### src/rtl/ogam_ram.sv
// Generic single-write, single-read RAM with registered read data.
`timescale 1ns / 1ps
module ogam_ram #(
  parameter int Width = 8,
  parameter int Depth = 16
) (
  input  logic                     clk_i,
  input  logic                     we_i,
  input  logic [$clog2(Depth)-1:0] waddr_i,
  input  logic [Width-1:0]         wdata_i,
  input  logic [$clog2(Depth)-1:0] raddr_i,
  output logic [Width-1:0]         rdata_o
);

  logic [Width-1:0] mem [Depth];
  logic [Width-1:0] rdata_q;

  always_ff @(posedge clk_i) begin
    if (we_i) begin
      mem[waddr_i] <= wdata_i;
    end
    rdata_q <= mem[raddr_i];
  end

  assign rdata_o = rdata_q;

endmodule

### config.mk
export PLATFORM = sky130hd
export DESIGN_NAME = ogam_ram
export DESIGN_NICKNAME = d
export VERILOG_FILES = /design/src/rtl/ogam_ram.sv
export SDC_FILE = /design/constraint.sdc
export NUM_CORES = 1
export LEC_CHECK = 0
export CAP_MARGIN = 15
export CORE_MARGIN = 2
export CORE_UTILIZATION = 55
export CTS_BUF_LIST = sky130_fd_sc_hd__clkbuf_4 sky130_fd_sc_hd__clkbuf_8
export DETAILED_ROUTE_END_ITERATION = 8
export DONT_BUFFER_PORTS = 1
export PLACE_DENSITY = 0.7
export SETUP_SLACK_MARGIN = 0.2
export SYNTH_ARGS = -nofsm -noshare
export SYNTH_HDL_FRONTEND = slang
export SYNTH_SLANG_ARGS = --single-unit
### constraint.sdc
create_clock -name clk_i -period 1.9 [get_ports clk_i]
set_input_delay 0.095 -clock clk_i [delete_from_list [all_inputs] [get_ports clk_i]]
set_output_delay 0.095 -clock clk_i [all_outputs]
set_load 0.005 [all_outputs]
==> impl_results.md <==
- Post-synthesis share of cell area spent on and, or, nand and nor gates: 3.18%
- DR WL met2: 4750 µm
- Number of buffers inserted during clock tree synthesis: 17
- Weighted congestion at the end of routability-driven global placement: 0.765
- Commonest cells after routing, fill and taps aside: 128 x sky130_fd_sc_hd__edfxtp_1, 18 x sky130_fd_sc_hd__mux4_2, 17 x sky130_fd_sc_hd__clkbuf_8, 17 x sky130_fd_sc_hd__buf_4, 16 x sky130_fd_sc_hd__a22oi_1
- Number of antenna violations at the first check in global routing: 0
- Slowest cell on crit path: sky130_fd_sc_hd__mux4_1
- Die span in x: 101 µm
- HPWL after detailed placement: 5690 µm
- CORE AREA: 9150 µm²
- Clock tree from TritonCTS: built
- Ports placed on the boundary: 26
- Post-route setup TNS: 0 ps
- Iteration-0 DRC count of the detailed router: 153
- Clock root buffer: sky130_fd_sc_hd__clkbuf_8
- Final period demand of the worst path: 1360 ps
- Worst Setup Start Kind: register
- Max H-tree Level: 4
- Max Cap Viol: 0
- Post-synthesis xor/xnor area fraction: 0%
- Sequential area share after synthesis: 77.8%
- Critical Path AT: 1660 ps
- DIE AREA: 10100 µm²
- Post-route DRC violation count: 0
- Router iterations before antenna repair: 4
- Run status: finished clean
- Main combinational cell family by area after synthesis: multiplexers
- Setup clock skew after layout: 7.29 ps
- Routed via count divided by cell count: 5.99
- Layout cells sized above 1: 24.4%
- Max Root-Sink Buffers: 2
- Compound-cell area share of the yosys netlist: 2.33%
- Number of gates given a new drive strength after cts: 0
- Register bit count reported by yosys: 136
- Placed cells: 347
- Syn Nets: 247
- Critical Path Sink Type: register
- Number of clock sinks: 136
- Number of antenna-violating nets in the routed design: 0
- Port buffer count: 0
- Fraction of synthesized area in multiplexers: 15.0%
- Reg clk slew, reported paths: 70 ps
- Unique cell type count in the Yosys netlist: 19
- Routed met3 length: 649 µm
- Total number of nets in the final design: 284
- Largest stage delay on the critical path: 520 ps
- Total Wirelength: 9430 µm
- Global route total overflow: 0
- Synth Warn #: 0
- Most frequent standard cell in the layout excluding fill and tap cells: sky130_fd_sc_hd__edfxtp_1
- Cell area after technology mapping: 5150 µm²
- Count of vias placed by the detailed router: 2337
- Post-CTS Setup Inserts: 0
- Num rows: 35
- Area share of fa/ha/maj cells after synthesis: 0%
- Layout Area Growth over Synthesis: 13.8%
- Non-filler cells in the finished layout: 390
- Height of the die: 101 µm
- Routed wire length per instance: 24.2 µm
- Max Used Layer: met4
- Final setup violating endpoints: 0
- Unrepaired setup endpoints after global routing: no
- Power per cell area: 1030 nW/µm²
- M1 WL: 3970 µm
- Rel. slew slack: 57.7%
- All-layer global routing usage: 20.4%
- WP data required: 2200 ps
- Final worst path period share: 71.4%
- Worst hold-check path type: input port to register
- Pleak: 1.94 nW
- Global-route wire length before repair: 14300 µm
- Max-slew violations: 0
- Pre-CTS setup slack: 544 ps
- Mean instance size in the synthesized netlist: 22.5 µm²
- Maximum number of pins on one net before global-route repair: 31
- Antenna fix cells: 0
- Top achievable clock speed: 737 MHz
- Critical Path Fanout Max: 1
- PnR worst setup slack: 543 ps
- Critical path start-end classification: register to register
- Transition time at the pin with the least slew margin: 632 ps
- Later-pin clock latency in the skew report: 430 ps
- Initial Util: 56.2%
- Worst IR drop on VDD: 0.555 mV
- Series of cell instances along the critical path: mux4_1, a22oi_1, nand2_1
- Instance count of the mapped netlist: 229
- Vias in the first global route: 2434
- Count of final hold-check violations: 0
[power by group]
| part | total [mW] | switching [mW] | leakage [nW] | internal [mW] |
|---|---|---|---|---|
| Sequential | 3.38 | 0.0276 | 1.22 | 3.35 |
| Combinational | 0.248 | 0.128 | 0.512 | 0.120 |
| Clock | 2.40 | 1.10 | 0.204 | 1.30 |
[synthesized netlist by cell type]
| cell | instances | area (µm²) |
|---|---|---|
| sky130_fd_sc_hd__nand3b_1 | 2 | 15.0 |
| sky130_fd_sc_hd__nor2_1 | 13 | 48.8 |
| sky130_fd_sc_hd__edfxtp_1 | 128 | 3840 |
| sky130_fd_sc_hd__dfxtp_1 | 8 | 160 |
| sky130_fd_sc_hd__and2b_1 | 1 | 7.51 |
| sky130_fd_sc_hd__nor3_1 | 4 | 20.0 |
| sky130_fd_sc_hd__buf_4 | 1 | 7.51 |
| sky130_fd_sc_hd__a22oi_1 | 16 | 120 |
| sky130_fd_sc_hd__nand3_1 | 1 | 5.00 |
| sky130_fd_sc_hd__nor2b_1 | 1 | 6.26 |
| sky130_fd_sc_hd__nand2_1 | 9 | 33.8 |
| sky130_fd_sc_hd__mux4_1 | 14 | 368 |
| sky130_fd_sc_hd__nand2b_1 | 2 | 12.5 |
| sky130_fd_sc_hd__or3b_2 | 1 | 8.76 |
| sky130_fd_sc_hd__mux4_2 | 18 | 405 |
| sky130_fd_sc_hd__and2_1 | 1 | 6.26 |
| sky130_fd_sc_hd__buf_2 | 3 | 15.0 |
| sky130_fd_sc_hd__buf_6 | 3 | 33.8 |
| sky130_fd_sc_hd__clkdlybuf4s25_2 | 3 | 30.0 |
[layer usage]
layer / GRT usage (%) / vias to the layer above
met5: 0 / -
met4: 7.69 / 0
met3: 5.83 / 7
met2: 30.7 / 77
met1: 29.0 / 1209
li1: - / 1044
[through the flow]
stage	hold WS (ps)	utilization [%]	cell area, µm²	total power, mW
after floorplan	194	-	5150	3.60
after global placement	195	58.2	5330	3.62
after detailed placement	194	58.2	5330	3.63
after CTS	0.0901	64.0	5860	6.07
after global routing	11.6	64.0	5860	6.22
final	20.8	64.0	5860	6.03
[worst max-delay path: cells and delay by family (launching register included)]
kind             cells  cell delay [ps]
multiplexers         1              520
flip-flops           1              360
AO/OA/AOI/OAI        1              250
AND/OR/NAND/NOR      1              120
[state kept, by name (all words and copies together), names as in the netlist]
register,count
mem,128
rdata_o,8
[worst paths after layout]
check | startpoint | to | slack [ps] | depth (start not counted)
max reg2reg | mem[1][1] | rdata_o[1] | 540 | 3
min | raddr_i[1] | rdata_o[7] | 20 | 3
min reg2reg | mem[8][2] | rdata_o[2] | 680 | 3
max | mem[1][1] | rdata_o[1] | 540 | 3
[kinds of logic after synthesis]
group,count (synthesis)
compound gates,16
buf+inv,10
flops,136
mux,32
simple gates,35
[cell type report]
| class | instances | area [µm²] |
|---|---|---|
| sequential | 136 | 4000 |
| clock buffer | 17 | 234 |
| tap | 111 | 139 |
| fill | 622 | 3290 |
| multi-input combinational | 83 | 1060 |
| timing repair buffer | 28 | 248 |
| clock inverter | 15 | 176 |
[repair_timing]
item                       CTS  global route
setup endpoints to repair    0             0
hold endpoints to repair   136             0
hold buffers                11             0
Power figures use the tool's default switching activity.
