$ cat src/rtl/ogam_pkg.sv
// Shared types, constants and cell update function for the occupancy grid.
`timescale 1ns / 1ps
package ogam_pkg;

  localparam int GridSideMax = 64;
  localparam int GridBits    = $clog2(GridSideMax);
  localparam int SideW       = GridBits + 1;
  localparam int AddrW       = 2 * GridBits;
  localparam int CellsTotal  = GridSideMax * GridSideMax;
  localparam int AgeBits     = 16;
  localparam int StateBits   = 2;
  localparam int CellW       = AgeBits + StateBits;
  localparam int CfgW        = 16;
  localparam int CfgIdxW     = 2;
  localparam int InW         = 56;
  localparam int OutW        = 24;

  localparam logic [AgeBits-1:0] AgeCap = '1;

  // operation codes
  localparam logic [1:0] OpAge   = 2'd0;
  localparam logic [1:0] OpMerge = 2'd1;
  localparam logic [1:0] OpRead  = 2'd2;

  // cell state codes
  localparam logic [StateBits-1:0] StUnknown  = 2'd0;
  localparam logic [StateBits-1:0] StFree     = 2'd1;
  localparam logic [StateBits-1:0] StOccupied = 2'd2;

  // configuration register indexes
  localparam logic [CfgIdxW-1:0] CfgGridWidth  = 2'd0;
  localparam logic [CfgIdxW-1:0] CfgGridHeight = 2'd1;
  localparam logic [CfgIdxW-1:0] CfgMaxAge     = 2'd2;

  typedef struct packed {
    logic [AgeBits-1:0]   age;
    logic [StateBits-1:0] state;
  } cell_t;

  typedef struct packed {
    logic             busy;
    logic             last;
    logic [AddrW-1:0] addr;
  } scan_t;

  // One aging tick of a stored cell.
  function automatic cell_t age_cell(cell_t c, logic [AgeBits-1:0] max_age);
    cell_t                r;
    logic [AgeBits-1:0]   inc;
    r   = c;
    inc = (c.age == AgeCap) ? c.age : c.age + AgeBits'(1);
    if (c.state != StUnknown) begin
      if (inc > max_age) begin
        r.state = StUnknown;
        r.age   = '0;
      end else begin
        r.age = inc;
      end
    end
    return r;
  endfunction

endpackage

$ cat src/rtl/ogam_scan.sv
// Row/column address generator for the clearing pass and the aging sweep.
`timescale 1ns / 1ps
module ogam_scan
  import ogam_pkg::*;
(
  input  logic             clk_i,
  input  logic             rst_ni,
  input  logic             start_i,
  input  logic [SideW-1:0] width_i,
  input  logic [SideW-1:0] height_i,
  output scan_t            scan_o
);

  logic                run_q, run_d;
  logic [GridBits-1:0] col_q, col_d;
  logic [GridBits-1:0] row_q, row_d;
  logic [SideW-1:0]    w_q, w_d;
  logic [SideW-1:0]    h_q, h_d;
  logic                col_end, row_end;

  assign col_end = ({1'b0, col_q} == w_q - SideW'(1));
  assign row_end = ({1'b0, row_q} == h_q - SideW'(1));

  always_comb begin
    run_d = run_q;
    col_d = col_q;
    row_d = row_q;
    w_d   = w_q;
    h_d   = h_q;
    if (start_i) begin
      w_d   = width_i;
      h_d   = height_i;
      col_d = '0;
      row_d = '0;
      run_d = (width_i != '0) && (height_i != '0);
    end else if (run_q) begin
      if (col_end) begin
        col_d = '0;
        if (row_end) begin
          run_d = 1'b0;
        end else begin
          row_d = row_q + GridBits'(1);
        end
      end else begin
        col_d = col_q + GridBits'(1);
      end
    end
  end

  // Out of reset, run a full pass over the store.
  always_ff @(posedge clk_i or negedge rst_ni) begin
    if (!rst_ni) begin
      run_q <= 1'b1;
      col_q <= '0;
      row_q <= '0;
      w_q   <= SideW'(GridSideMax);
      h_q   <= SideW'(GridSideMax);
    end else begin
      run_q <= run_d;
      col_q <= col_d;
      row_q <= row_d;
      w_q   <= w_d;
      h_q   <= h_d;
    end
  end

  assign scan_o.busy = run_q;
  assign scan_o.last = run_q && col_end && row_end;
  assign scan_o.addr = {row_q, col_q};

endmodule
$ cat config.mk
export PLATFORM = sky130hd
export DESIGN_NAME = ogam_scan
export DESIGN_NICKNAME = d
export VERILOG_FILES = /design/src/rtl/ogam_pkg.sv /design/src/rtl/ogam_scan.sv
export SDC_FILE = /design/constraint.sdc
export NUM_CORES = 1
export LEC_CHECK = 0
export BUFFER_PORTS_ARGS = -buffer_cell sky130_fd_sc_hd__clkbuf_2
export CAP_MARGIN = 20
export CORE_MARGIN = 10
export CORE_UTILIZATION = 55
export CTS_CLUSTER_SIZE = 30
export DETAILED_ROUTE_END_ITERATION = 7
export PLACE_DENSITY_LB_ADDON = 0.15
export SETUP_SLACK_MARGIN = 0.15
export SLEW_MARGIN = 20
export SYNTH_ARGS = -nofsm -noshare
export SYNTH_HDL_FRONTEND = slang
export SYNTH_SLANG_ARGS = --single-unit
$ cat constraint.sdc
create_clock -name clk_i -period 3.2 [get_ports clk_i]
set_clock_uncertainty 0.2 [all_clocks]
set_input_delay 0.48 -clock clk_i [delete_from_list [all_inputs] [get_ports clk_i]]
set_output_delay 0.48 -clock clk_i [all_outputs]
set_load 0.005 [all_outputs]
==> summary.md, run 1 <==
* Warnings, synthesis: 0
* CTS tree: done
* half-perimeter wire length after placement: 3.07 mm
* aggregate global-route resource usage: 0.148
* Synth Register Bits: 27
* Synth Instances: 180
* shortest clock period the worst path allows after layout: 2.90 ns
* type of the worst setup path: reg -> out
* register-to-register setup slack: 0.52 ns
* reported leakage power: 0.885 nW
* number of flops mapped to enable cells by yosys: 0
* cell types occupying the most area after synthesis: dfrtp_1 36%, mux2_2 6.0%, dfstp_2 4.7%, o21ai_0 4.5%, xor2_1 3.6%
* fraction of the cycle the final worst path needs: 0.908
* width of the die: 75.3 um
* most numerous cell in the Yosys netlist: dfrtp_1
* Post-DRT Antenna Nets: 0
* clk sink count: 27
* final max-slew violation count: 0
* cts bufs inserted: 3
* Total Die Area: 5670 um^2
* first-pass GRT wire length: 6.73 mm
* start point of the worst hold path: height_i[2]
* remaining global-route overflow: 0
* non-filler cells in the finished layout: 247
* summed instance area of the synthesized netlist: 1680 um^2
* combined area of the multi-input logic cells: 987 um^2
* Final Setup Violations: 0
* initial core utilization: 0.565
* fill cell count: 252
* max cap viols: 0
* final estimated routing congestion in global placement: 0.857
* critical path peak fanout: 6
* number of H-tree branching levels: 1
* worst-case setup slack after placement: 0.340 ns
* number of placed instances, taps included: 237
* startpoint of the worst register-to-register path: w_q[0]$_DFFE_PN0P_
* DR vias: 1503
* unrepaired setup endpoints after global routing: no
* cell chosen for the clock root: clkbuf_4
* transition at the pin with the smallest max-transition slack: 0.679 ns
* FP Rows: 20
* fraction of the yosys area taken by sequential cells: 0.404
* outcome: finished clean
* largest voltage drop on the vdd net: 0.000291 V
* fraction of layout instances using a drive strength above 1: 0.313
* boundary pin count: 31
* number of endpoints with negative hold slack in the final report: 0
* Die Y-Extent: 75.3 um
* cell types with the highest counts after synthesis: 24 x dfrtp_1, 15 x nand2_1, 15 x o21ai_0, 11 x inv_1, 10 x a21oi_1
* number of distinct library cells after synthesis: 48
* first-iteration detailed-routing DRC count: 129
* final setup slack of the worst path: 0.296 ns
* antenna diode count: 0
* final routed wirelength across all metal layers: 4.16 mm
* initial antenna violation count: 0
* most instantiated flip-flop cell in the synthesis netlist: dfrtp_1
* source-to-sink clock delay at the later pin of the worst-skew pair: 0.32 ns
* pin count of the biggest net entering global routing: 33
* Achievable Freq: 0.344 GHz
* launch point of the critical path: w_q[0]$_DFFE_PN0P_
* share of flip-flops with an asynchronous set or reset: 1.00
* kind of end point of the critical path: output pin
* required time worst endpoint: 2.52 ns
* number of global-route vias before repair: 1429
* area growth from synthesis to layout: 17.9%
* Pre-Repair DR Iteration Count: 4
* nets in the synthesized netlist: 201
* ratio of routed vias to standard cells: 6.09
* launching element type of the critical path: flop
* Core Region: 2980 um^2
* pwr dens: 364 nW/um^2
* number of input and output port buffers inserted: 30
* Mapped Avg Cell Area: 9.35 um^2
* headroom to the max-slew limit: 0.547
* Final #Nets: 236
* top cell type's share of synthesized area: 0.357
* core utilization of the finished layout: 0.666
* post-route setup TNS: 0 ns
* clk slew on worst S/H paths: 0.14 ns
* # DRC: 0
* detail-routed net length per standard cell: 16.8 um
* maximum count of clock buffers along a single path: 2
* WP data arrival: 2.22 ns
* library cell with the largest summed area after synthesis: dfrtp_1
* Seq. cell area: 683 um^2
* classification of the worst-slack hold path: in -> reg
## critical path: stages, from the launching register on
cell      delay, ns
dfrtp_2        0.45
inv_2          0.07
ha_4           0.18
or3_1          0.38
a311oi_2       0.36
nand3_2        0.15
inv_2          0.06
and3_1         0.15
clkbuf_2       0.11
## flip-flops by register name, indices dropped and copies added (netlist names)
signal  cells
row_q       6
w_q         7
col_q       6
run_q       1
h_q         7
## what timing repair did
item,in CTS,in global routing
hold endpoints to repair,24,0
pin swaps,2,6
setup endpoints to repair,1,1
buffers inserted,1,4
resized for setup,2,13
hold buffers,1,0
## through the flow
step           instance area, um^2  hold WS (ns)  power (W)
6_report                      1980         0.170   0.000722
5_1_grt                       1980         0.181   0.000762
4_1_cts                       1910         0.168   0.000704
3_5_place_dp                  1850         0.344   0.000554
3_3_place_gp                  1850         0.346   0.000546
2_1_floorplan                 1680       -0.0156   0.000502
## layout make-up
class / count / share of cell area
sequential: 27 / 0.344
tap: 33 / 0.0208
timing repair buffer: 37 / 0.103
inverter: 11 / 0.0208
clock buffer: 4 / 0.0132
multi-input combinational: 135 / 0.497
## layer usage
layer  up-vias  track usage  share of wire
li1        730            -              -
met1       732        0.188           0.46
met2        37        0.241           0.48
met3         4       0.0456          0.056
met4         0       0.0309         0.0055
met5         -            0              0
## kinds of logic (layout without fill, tap and decap cells)
logic type	after synthesis	in the layout	synth area share
AO/OA/AOI/OAI	46	46	0.184
XOR/XNOR	13	13	0.0677
adder cells (fa/ha/maj)	4	4	0.0297
buffers and inverters	18	52	0.0446
flip-flops	27	27	0.404
multiplexers	9	9	0.0602
AND/OR/NAND/NOR	63	63	0.210
## worst paths after layout
path / cells past startpoint / endpoint
max: 8 / scan_o[12]
min: 3 / h_q[2]$_DFFE_PN0P_
max reg2reg: 8 / row_q[2]$_DFFE_PN0P_
min reg2reg: 2 / w_q[5]$_DFFE_PN0P_
min in group asynchronous: 2 / w_q[4]$_DFFE_PN0P_
max in group asynchronous: 2 / w_q[0]$_DFFE_PN0P_
## placed cells by master, fill, tap and decap left out, types with 4 or more instances in the layout
master     n
inv_1      8
dfrtp_1   21
a21oi_1   10
xor2_1     7
nor3_1     6
mux2_2     9
nand2_1   15
clkbuf_2  30
or4_1      4
buf_4      6
o31ai_1    4
xnor2_1    6
nor2_1     8
o21ai_0   15
nand4_1    4
## power by group
part           leakage [nW]  switching [W]  internal [W]
combinational         0.534      0.0000846     0.0000801
sequential            0.337      0.0000385      0.000368
clock                0.0150       0.000102     0.0000489
Note: power is estimated with default switching activity, not from simulation.
==> inputs of run 2 (changes only) <==
Settings changed: CORE_MARGIN 10 to 5, GPL_ROUTABILITY_DRIVEN set to 0, SLEW_MARGIN 20 to not set.
==> summary.md, run 2 (synthesized netlist as in run 1, its figures left out) <==
* capturing element of the worst setup path: scan_o[12]
* transition at the pin with the smallest max-transition slack: 0.680 ns
* reported leakage power: 0.905 nW
* FP Rows: 20
* shortest clock period the worst path allows after layout: 2.92 ns
* launch point of the critical path: h_q[0]$_DFFE_PN0P_
* initial core utilization: 0.560
* first-iteration detailed-routing DRC count: 72
* final max-slew violation count: 0
* unrepaired setup endpoints after global routing: no
* cell with the largest stage delay on the worst path: dfrtp_2
* clk slew on worst S/H paths: 0.16 ns
* launching element type of the critical path: flop
* non-filler cells in the finished layout: 250
* CTS tree: done
* classification of the worst-slack hold path: in -> reg
* antenna diode count: 0
* number of global-route vias before repair: 1550
* Achievable Freq: 0.343 GHz
* max cap viols: 0
* half-perimeter wire length after placement: 2.86 mm
* clk sink count: 27
* required time worst endpoint: 2.52 ns
* first-pass GRT wire length: 6.91 mm
* Final Setup Violations: 0
* initial antenna violation count: 0
* final routed wirelength across all metal layers: 3.94 mm
* most frequent standard cell in the layout excluding fill and tap cells: clkbuf_2
* kind of end point of the critical path: output pin
* cts bufs inserted: 3
* fill cell count: 260
* pin count of the biggest net entering global routing: 33
* # DRC: 0
* worst path buffer plus inverter count: 2
* boundary pin count: 31
* FF-to-FF End: row_q[0]$_DFFE_PN0P_
* number of H-tree branching levels: 1
* remaining global-route overflow: 0
* core utilization of the finished layout: 0.667
* ratio of routed vias to standard cells: 6.10
* sequence of cells on the critical path: inv_1 > ha_2 > nand2_1 > o31ai_1 > nand4_1 > a2111oi_4 > and3_1 > clkbuf_2
* kind of cell with the highest combined delay on the critical path: compound AO/OA/AOI/OAI gates
* number of input and output port buffers inserted: 30
* register-to-register setup slack: 0.48 ns
* WP data arrival: 2.24 ns
* biggest regs: h_q x7, w_q x7
* number of placed instances, taps included: 237
* aggregate global-route resource usage: 0.206
* largest voltage drop on the vdd net: 0.000267 V
* Die Y-Extent: 65.3 um
* detail-routed net length per standard cell: 15.7 um
* Core Region: 3000 um^2
* Crit. path cell count: 8
* Post-DRT Antenna Nets: 0
* fraction of layout instances using a drive strength above 1: 0.313
* Pre-Repair DR Iteration Count: 4
* maximum count of clock buffers along a single path: 2
* type of the worst setup path: reg -> out
* cell chosen for the clock root: clkbuf_4
* Final #Nets: 239
* area growth from synthesis to layout: 19.0%
* source-to-sink clock delay at the later pin of the worst-skew pair: 0.33 ns
* startpoint of the worst register-to-register path: w_q[0]$_DFFE_PN0P_
* fraction of the cycle the final worst path needs: 0.912
* width of the die: 65.3 um
* Total Die Area: 4270 um^2
* commonest cells after routing, fill and taps aside: 30 x clkbuf_2, 22 x dfrtp_1, 15 x o21ai_0, 15 x nand2_1, 10 x a21oi_1
* headroom to the max-slew limit: 0.547
* largest incremental delay on the critical path: 0.46 ns
* pwr dens: 361 nW/um^2
* DR vias: 1525
* number of endpoints with negative hold slack in the final report: 0
* post-route setup TNS: 0 ns
* critical path peak fanout: 6
* Fin Hold WS: 0.160 ns
* Reg2Reg Depth: 10
* outcome: finished clean
[run 2: cell count changes in the layout (fill, tap and decap cells not counted)]
cell      previous run  this run
dfrtp_2              3         2
clkinv_2             0         1
nor3_2               2         1
dfrtp_1             21        22
inv_2                3         2
buf_4                6         9
nor3_1               6         7
inv_1                8         9
clkbuf_1             1         0
[run 2: metal layers]
layer | up-vias | routed length [um] | GRT usage
met2 | 46 | 1950 | 0.362
met1 | 732 | 1750 | 0.253
met4 | 0 | 83 | 0.0829
met5 | - | 0 | 0
met3 | 10 | 152 | 0.0291
li1 | 737 | - | -
[run 2: metrics by stage]
| stage | setup slack (ns) | total power (W) | area (um^2) |
|---|---|---|---|
| after CTS | 0.181 | 0.000713 | 1920 |
| after detailed placement | 0.409 | 0.000553 | 1850 |
| after floorplan | 0.650 | 0.000502 | 1680 |
| final | 0.283 | 0.000722 | 2000 |
| after global routing | 0.158 | 0.000774 | 2000 |
| after global placement | 0.484 | 0.000545 | 1850 |
[run 2: where the power goes]
group	switching, W	internal, W
Clock	0.000104	0.0000469
Sequential	0.0000354	0.000368
Combinational	0.0000851	0.0000829
Total	0.000225	0.000498
[run 2: layout make-up]
type | count | area [um^2] | area share
Clock buffer | 3 | 22.5 | 0.0113
Clock inverter | 1 | 5.00 | 0.00250
Inverter | 11 | 41.3 | 0.0206
Multi-Input combinational cell | 135 | 982 | 0.491
Sequential cell | 27 | 682 | 0.341
Tap cell | 33 | 41.3 | 0.0206
Timing Repair Buffer | 40 | 228 | 0.114
[run 2: worst min path at each step]
stage,start,endpoint,slack [ns],cells after the start
floorplan,rst_ni,col_q[0]$_DFFE_PN0P_,-0.02,0
detailed placement,rst_ni,h_q[0]$_DFFE_PN0P_,0.35,1
global route,height_i[1],h_q[1]$_DFFE_PN0P_,0.14,3
finish,height_i[0],h_q[0]$_DFFE_PN0P_,0.16,3
global placement,rst_ni,h_q[1]$_DFFE_PN0P_,0.34,1
CTS,height_i[0],h_q[0]$_DFFE_PN0P_,0.16,3
[run 2: tightest hold or removal path, stage by stage]
cell      delay, ns
clkbuf_2       0.09
nand2_1        0.04
o21ai_0        0.06
[run 2: repair_timing]
item                                   4_1_cts  5_1_grt
setup endpoints to repair                    1        1
hold buffers                                 1        0
setup buffers                                3        5
pin swaps                                    2        4
resized for setup                            2       10
endpoints found under the hold margin       24        0
==> inputs of run 3 (changes only) <==
Settings changed: CORE_UTILIZATION 55 to 37, GPL_TIMING_DRIVEN set to 0.
==> summary.md, run 3 (synthesized netlist as in run 1, its figures left out) <==
* first-pass GRT wire length: 7.33 mm
* boundary pin count: 31
* # DRC: 0
* area growth from synthesis to layout: 22.6%
* WP data arrival: 2.25 ns
* Final #Nets: 242
* final max-slew violation count: 0
* largest incremental delay on the critical path: 0.48 ns
* aggregate global-route resource usage: 0.146
* max layer used: met4
* Total Die Area: 6000 um^2
* headroom to the max-slew limit: 0.533
* type of the worst setup path: reg -> out
* first-iteration detailed-routing DRC count: 75
* ratio of routed vias to standard cells: 5.66
* number of global-route vias before repair: 1575
* reported leakage power: 0.921 nW
* Seq. cell area: 679 um^2
* pin count of the biggest net entering global routing: 28
* FP Rows: 24
* Fin Hold WS: 0.0355 ns
* critical path peak fanout: 7
* width of the die: 77.4 um
* CTS tree: done
* sequence of cells on the critical path: inv_1 > ha_4 > or3_1 > a311oi_2 > nand3_2 > inv_1 > and3_1 > clkbuf_2
* antenna diode count: 0
* initial core utilization: 0.384
* critical path's most frequent cell: inv_1
* Post-DRT Antenna Nets: 0
* required time worst endpoint: 2.52 ns
* cell with the largest stage delay on the worst path: dfrtp_1
* Post-CTS Hold Fix Bufs: 0
* transition at the pin with the smallest max-transition slack: 0.700 ns
* cts bufs inserted: 3
* fraction of layout instances using a drive strength above 1: 0.309
* unrepaired setup endpoints after global routing: no
* length of routed met2 wiring: 2.07 mm
* clk slew on worst S/H paths: 0.09 ns
* final routed wirelength across all metal layers: 4.25 mm
* classification of the worst-slack hold path: in -> async
* cell chosen for the clock root: clkbuf_8
* number of input and output port buffers inserted: 30
* Core Region: 4380 um^2
* Total Power Consumption: 0.000772 W
* fraction of the cycle the final worst path needs: 0.916
* Pre-Repair DR Iteration Count: 4
* source-to-sink clock delay at the later pin of the worst-skew pair: 0.27 ns
* post-route setup TNS: 0 ns
* pwr dens: 374 nW/um^2
* largest voltage drop on the vdd net: 0.000255 V
* number of endpoints with negative hold slack in the final report: 0
* detail-routed net length per standard cell: 15.6 um
* shortest clock period the worst path allows after layout: 2.93 ns
* combined area of the multi-input logic cells: 995 um^2
* Final Setup Violations: 0
* kind of cell with the highest combined delay on the critical path: simple AND/OR/NAND/NOR gates
* launching element type of the critical path: flop
* most frequent standard cell in the layout excluding fill and tap cells: clkbuf_2
* Die Y-Extent: 77.4 um
* Achievable Freq: 0.341 GHz
* clk sink count: 27
* final instance area: 2060 um^2
* M1 wire length: 1.92 mm
* DR vias: 1540
* half-perimeter wire length after placement: 3.18 mm
* outcome: finished clean
* commonest cells after routing, fill and taps aside: 30 x clkbuf_2, 24 x dfrtp_1, 15 x o21ai_0, 15 x nand2_1
* number of H-tree branching levels: 1
* met3 wire length: 175 um
* max cap viols: 0
* biggest regs: h_q x7, w_q x7
* fill cell count: 425
* maximum count of clock buffers along a single path: 2
* worst path buffer plus inverter count: 3
* remaining global-route overflow: 0
* kind of end point of the critical path: output pin
* initial antenna violation count: 0
* placed cell areas: 1900 um^2
-- run 3: cell types whose count changed in the layout (fill, tap and decap cells not counted), sizes merged --
cell         change
buf              +1
clkbuf           +4
clkinv           -1
dlygate4sd3      -1
-- run 3: final cells by class --
type	instances	area share
multi-input combinational	135	0.482
buffer	7	0.0206
clock buffer	4	0.0218
sequential	27	0.329
timing repair buffer	36	0.0946
tap	52	0.0315
inverter	11	0.0200
-- run 3: path summary, 6_finish.rpt --
path	startpoint	endpoint	slack, ns	cells after the start
max	w_q[1]$_DFFE_PN0P_	scan_o[12]	0.27	8
max in group asynchronous	rst_ni	h_q[1]$_DFFE_PN0P_	2.32	1
max reg2reg	w_q[1]$_DFFE_PN0P_	row_q[2]$_DFFE_PN0P_	0.33	9
min	rst_ni	w_q[5]$_DFFE_PN0P_	0.04	1
min in group clk_i	height_i[1]	h_q[1]$_DFFE_PN0P_	0.23	3
min reg2reg	w_q[5]$_DFFE_PN0P_	w_q[5]$_DFFE_PN0P_	0.37	2
-- run 3: what timing repair did --
action                                  CTS  global route
pin swaps                                 2             6
buffers inserted                          3             3
endpoints found under the hold margin     0             0
endpoints found under the setup margin    1             1
resized for setup                         3            12
-- run 3: metal layers --
| metal | vias to the layer above | GRT usage |
|---|---|---|
| met3 | 8 | 0.0243 |
| li1 | 740 | - |
| met2 | 42 | 0.240 |
| met4 | 0 | 0.0636 |
| met1 | 750 | 0.188 |
| met5 | - | 0 |
-- run 3: stage by stage --
stage          worst slack (ns)  utilization  cells
6_report                  0.268        0.471    272
5_1_grt                   0.136        0.471    272
4_1_cts                   0.177        0.453    269
3_5_place_dp              0.260        0.433    262
3_3_place_gp              0.371        0.433    262
2_1_floorplan             0.650            -    180
-- run 3: worst register-to-register path, cell delays in order (launching register included) --
cell and delay [ns]:
dfrtp_1 0.48, inv_1 0.12, ha_4 0.19, or3_1 0.38, a311oi_2 0.35, nand3_2 0.13, buf_4 0.16, buf_4 0.15
or4_1 0.46, a21oi_1 0.17
-- run 3: power by group --
group	internal, W	switching (W)
clock	0.0000893	0.000108
combinational	0.0000820	0.0000881
sequential	0.000367	0.0000373
